`src/sv/skvt_pkg.sv`:
```
`timescale 1ns / 1ps
// ============================================================================
// skvt_pkg
// Shared constants, controller states and control/status bundles for the
// sorted key/value table.
// ============================================================================
package skvt_pkg;

    localparam int DEF_CAPACITY = 256;
    localparam int KEY_W        = 32;
    localparam int VAL_W        = 16;
    localparam int ENTRY_W      = KEY_W + VAL_W;

    typedef enum logic [3:0] {
        ST_IDLE,
        ST_SEARCH,
        ST_SEARCH_CMP,
        ST_PROBE_CMP,
        ST_MISS,
        ST_SHIFT,
        ST_SHIFT_WR,
        ST_DONE
    } state_t;

    typedef struct packed {
        logic load;      // capture item, lo = 0, hi = count
        logic rd_mid;    // read entry at midpoint
        logic step;      // narrow lo/hi from the midpoint compare
        logic rd_lo;     // read entry at lower bound
        logic idx_init;  // shift cursor = count
        logic rd_shift;  // read entry below cursor
        logic wr_shift;  // move read entry up to cursor, cursor--
        logic wr_new;    // write new pair at lower bound, count++
        logic res_hit;
        logic res_miss;
        logic res_full;
    } dp_cmd_t;

    typedef struct packed {
        logic lo_lt_hi;
        logic lo_lt_count;
        logic key_eq;
        logic is_insert;
        logic is_full;
        logic idx_gt_lo;
    } dp_status_t;

endpackage

```
`src/sv/skvt_ctrl.sv`:
```
`timescale 1ns / 1ps
// ============================================================================
// skvt_ctrl
// Sequencer for search, probe, shift and result phases.
// ============================================================================
module skvt_ctrl (
    input  logic                   clk,
    input  logic                   rst_n,
    input  logic                   start,
    input  skvt_pkg::dp_status_t   status,
    output skvt_pkg::dp_cmd_t      cmd,
    output logic                   busy,
    output logic                   done
);
    import skvt_pkg::*;

    state_t state_reg;
    state_t state_next;

    always_ff @(posedge clk or negedge rst_n)
    begin
        if (!rst_n)
        begin
            state_reg <= ST_IDLE;
        end
        else
        begin
            state_reg <= state_next;
        end
    end

    always_comb
    begin
        state_next = state_reg;
        unique case (state_reg)
            ST_IDLE:
            begin
                if (start)
                begin
                    state_next = ST_SEARCH;
                end
            end
            ST_SEARCH:
            begin
                priority if (status.lo_lt_hi)
                begin
                    state_next = ST_SEARCH_CMP;
                end
                else if (status.lo_lt_count)
                begin
                    state_next = ST_PROBE_CMP;
                end
                else
                begin
                    state_next = ST_MISS;
                end
            end
            ST_SEARCH_CMP: state_next = ST_SEARCH;
            ST_PROBE_CMP:  state_next = status.key_eq ? ST_DONE : ST_MISS;
            ST_MISS:
            begin
                if (status.is_insert && !status.is_full)
                begin
                    state_next = ST_SHIFT;
                end
                else
                begin
                    state_next = ST_DONE;
                end
            end
            ST_SHIFT:      state_next = status.idx_gt_lo ? ST_SHIFT_WR : ST_DONE;
            ST_SHIFT_WR:   state_next = ST_SHIFT;
            ST_DONE:       state_next = ST_IDLE;
            default:       state_next = ST_IDLE;
        endcase
    end

    always_comb
    begin
        cmd  = '0;
        busy = (state_reg != ST_IDLE);
        done = (state_reg == ST_DONE);
        unique case (state_reg)
            ST_IDLE:       cmd.load = start;
            ST_SEARCH:
            begin
                cmd.rd_mid = status.lo_lt_hi;
                cmd.rd_lo  = !status.lo_lt_hi;
            end
            ST_SEARCH_CMP: cmd.step = 1'b1;
            ST_PROBE_CMP:  cmd.res_hit = status.key_eq;
            ST_MISS:
            begin
                priority if (!status.is_insert)
                begin
                    cmd.res_miss = 1'b1;
                end
                else if (status.is_full)
                begin
                    cmd.res_full = 1'b1;
                end
                else
                begin
                    cmd.idx_init = 1'b1;
                end
            end
            ST_SHIFT:
            begin
                cmd.rd_shift = status.idx_gt_lo;
                cmd.wr_new   = !status.idx_gt_lo;
                cmd.res_miss = !status.idx_gt_lo;
            end
            ST_SHIFT_WR:   cmd.wr_shift = 1'b1;
            ST_DONE:       cmd = '0;
            default:       cmd = '0;
        endcase
    end

endmodule

```
`config.mk`:
```
export PLATFORM = sky130hd
export DESIGN_NAME = skvt_ctrl
export DESIGN_NICKNAME = d
export VERILOG_FILES = /design/src/sv/skvt_pkg.sv /design/src/sv/skvt_ctrl.sv
export SDC_FILE = /design/constraint.sdc
export NUM_CORES = 1
export LEC_CHECK = 0
export ABC_AREA = 1
export BUFFER_PORTS_ARGS = -buffer_cell sky130_fd_sc_hd__buf_2
export CAP_MARGIN = 20
export CORE_AREA = 2 2 39 41
export DETAILED_ROUTE_END_ITERATION = 10
export DIE_AREA = 0 0 41 43
export HOLD_SLACK_MARGIN = 0.03
export PLACE_DENSITY_LB_ADDON = 0.2
export SLEW_MARGIN = 40
export SYNTH_ARGS = -nofsm -noshare
export SYNTH_HDL_FRONTEND = slang
export SYNTH_SLANG_ARGS = --single-unit
```
`constraint.sdc`:
```
create_clock -name clk -period 2.75 [get_ports clk]
set_input_delay 0.55 -clock clk [delete_from_list [all_inputs] [get_ports clk]]
set_output_delay 0.55 -clock clk [all_outputs]
set_load 0.01 [all_outputs]
```
Yosys cells after proc, flatten, opt, wreduce, memory -nomap -nowiden
Cells that the tools add are included.
{ "totals": {"regBits": 4, "latchBits": 0, "ram_bits": 0, "rom_bits": 0, "n_memories": 0} }
{ "op_classes": {"n_addsub": 0, "multipliers": 0, "div_mod_pow": 0, "n_lt_le_gt_ge": 0, "eq_ne": 8, "n_shift": 0, "mux": 23, "n_bitwise": 0, "reduce_logical": 6} }
{ "ops": {"columns": ["cell", "count"], "rows": [
  ["one-hot mux 4 bit (7 select lines)", 1],
  ["equality test 4 x 3 -> 1 bit, second input constant", 4],
  ["2-to-1 mux 1 bit", 16],
  ["equality test 4 x 2 -> 1 bit, second input constant", 2],
  ["2-to-1 mux 3 bit", 2],
  ["equality test 4 x 1 -> 1 bit, second input constant", 1],
  ["logical NOT 4 bit", 1],
  ["2-to-1 mux 2 bit", 2],
  ["2-to-1 mux 4 bit", 1],
  ["nonzero test 4 bit", 1],
  ["logical NOT 1 bit", 3],
  ["!= test 2 bit, second input constant", 1],
  ["one-hot mux 1 bit (2 select lines)", 1],
  ["logical AND 1 bit", 1]
]} }

Depth between registers and ports, before layout
{ "depth": {"ltp_word": 4, "mapped_depth": 7, "ltp_nobuf": 7} }

Worst setup path after synthesis
Ideal clock, no wire load.
{ "synth_timing": {"path_type": "register to output", "start": "register state_reg[0]", "end": "output cmd[6] (netlist bit)", "arrival_time_ns": 0.952, "slack_ns": 1.248, "path_stages_with_launch": 5, "cell_sequence": "dfrtp_1 > buf_4 > clkinv_1 > nand3_1 > nor3_1"} }
{ "synth_rtl": {"columns": ["element", "line", "text"], "rows": [
  ["from (decl)", "skvt_ctrl.sv:17", "state_t state_reg;"],
  ["from (signal assigned)", "skvt_ctrl.sv:28", "state_reg <= state_next;"],
  ["to (decl)", "skvt_ctrl.sv:11", "output skvt_pkg::dp_cmd_t cmd,"]
]} }

==> metrics <==
status=completed; Tmin final=1830 ps; Detailed Routing Iterations Pass 1=2; most frequent CP cell=nor2_1; Placed Instances=86; CTS resizes=0; clk sinks=3; Worst R2R Start=state_reg[0]; TritonCTS clock tree=yes; syn avg cell area=5.91 sq um; post-cts hold buffer count=0; pwr dens=1020 nW/um^2; FFs w/ async S/R, synth=100%; largest cells by area after synthesis=dfrtp_1, nor2_1, inv_1; Synth Cell Area=a little under 300 sq um; most frequent cell after synthesis=nor2_1; final WL=723 microns; Top-Level Pins=22; crit end category=primary output; Critical-path top delay cell=dfrtp_1; Layout Area Growth over Synthesis=48.7%; ant diodes=0; slowest stage delay, CP=490 ps; Synth top area share=25.4%; full die area=1760 sq um; fin cells=90; global-route usage over all layers=under 10%; CP Launch Point=state_reg[0]; HPWL after detailed placement=~620 microns; Post-synth top cells=nor2_1, inv_1, nand2_1, nor3_1; die width=41 microns; IO buf count=21; Iteration-0 DRC Markers=2; final slew viol count=0; grt ovf=0; Starting Density=a little over a fifth; Max Cap Viol=0; clk root buf=clkbuf_4; area of the core=approximately 1400 sq um; num rows=14; drt wl/cell=8.03 microns; via count=365; Largest register FFs=3; CTS HTree Levels=1; # fillers=155; Mapped Nets=59; RSZ-0062 raised after global routing=no; critical path fanouts, max=8; antenna violations before repair=0; Routability Congestion=0.669; layout cell share with drive strength beyond 1=44.6%; Top FF cell, synth=dfrtp_1; period utilisation layout=66.7%; Hold Path Class=in -> async; Reg clk slew, reported paths=30 ps; worst-case clock buffer depth=2; synth warn=0; Synth Register Bits=3; Leakage=0.264 nW; clk_skew=0.591 ps; Slew Limit Headroom=81.6%; number of global-route vias before repair=305; worst-path cell chain=clkinv_1 > nor2_1 > inv_1 > nor2_1 > buf_2; largest net degree at the start of global routing=9; Startpoint Class=register; Routed Antenna Nets=0; Register Area=75.1 sq um; critical path required time=2200 ps; cell taking the most area after synthesis=dfrtp_1; Peak supply drop=0.000299 V; Post-synth EDFFs=0; final hold violations=0; Setup Viol. Count Final=0; Multi-input gate area=171 sq um; Post-Syn Instances=50; f_max=545 MHz; first-pass GRT wire length=1.13 mm; setup TNS=0 ps; Netlist cell types=15; TritonCTS buffer count=3; Die Y-Extent=43 microns; Post-route DRC=0; Via density=4.06; Worst Tran Pin Value=between 200 and 300 ps; Skew-Pair Late Insertion Delay=roughly 230 ps; CP arrival=1280 ps; Setup CP Type=reg -> out; Setup Buffers After CTS=0; sequential area share after synthesis=approximately 25%; Nets=84
==> stage by stage <==
step | total power [mW] | area, sq um | utilization (%) | hold slack [ps] | setup slack [ps]
after detailed placement | 0.375 | 413 | 29.8 | 349 | 1150
after global placement | 0.375 | 413 | 29.8 | 349 | 1180
after global routing | 0.500 | 439 | 31.7 | 95.4 | 747
after CTS | 0.455 | 439 | 31.7 | 102 | 897
final | 0.447 | 439 | 31.7 | 108 | 916
after floorplan | 0.299 | 295 | - | 254 | 1250
==> layout by cell type (no fill, tap or decap) <==
master     n
buf_2     21
nor2_1    11
inv_1      8
nor3_1     5
nand2_1    5
nand2_2    4
nand3_1    4
clkbuf_4   3
dfrtp_1    3
nor2_2     2
inv_2      2
nor2_4     1
clkinv_1   1
o21ai_1    1
a21oi_1    1
o211ai_1   1
clkbuf_1   1
==> final timing paths <==
check,to,slack [ps],cells after the start
max,cmd[9],920,5
min,state_reg[1],110,1
max reg2reg,state_reg[1],1650,3
min reg2reg,state_reg[1],700,2
max in group asynchronous,state_reg[2],2540,1
min in group clk,state_reg[0],640,5
==> final cells by class <==
type                    count  area share, %
multi-input cells          35           39.0
repair buffers             21           23.9
flip-flops and latches      3           17.1
inverters                  11           9.40
clock buffers               4           5.98
well taps                  16           4.56
==> metal layers <==
layer  wire length [microns]  track usage, %  share of wire, %
met5                       0               0                 0
met4                       0            6.00                 0
met3                      61            3.14               8.4
met2                     321            13.1                44
met1                     340            12.3                47
==> where the power goes <==
group / switching [mW] / internal (mW)
clock: 0.0209 / 0.0543
sequential: 0.0456 / 0.0682
combinational: 0.158 / 0.0998
total: 0.225 / 0.222
==> worst max-delay path: cells and delay by family (launching register included) <==
family / cells / cell delay, ps
AND/OR/NAND/NOR: 2 / 210
buffers and inverters: 3 / 360
flip-flops: 1 / 490
==> cell families after synthesis <==
logic type	synth area share (%)
simple gates	52.1
buf+inv	16.5
flops	25.4
compound gates	5.93
Power figures use the tool's default switching activity.
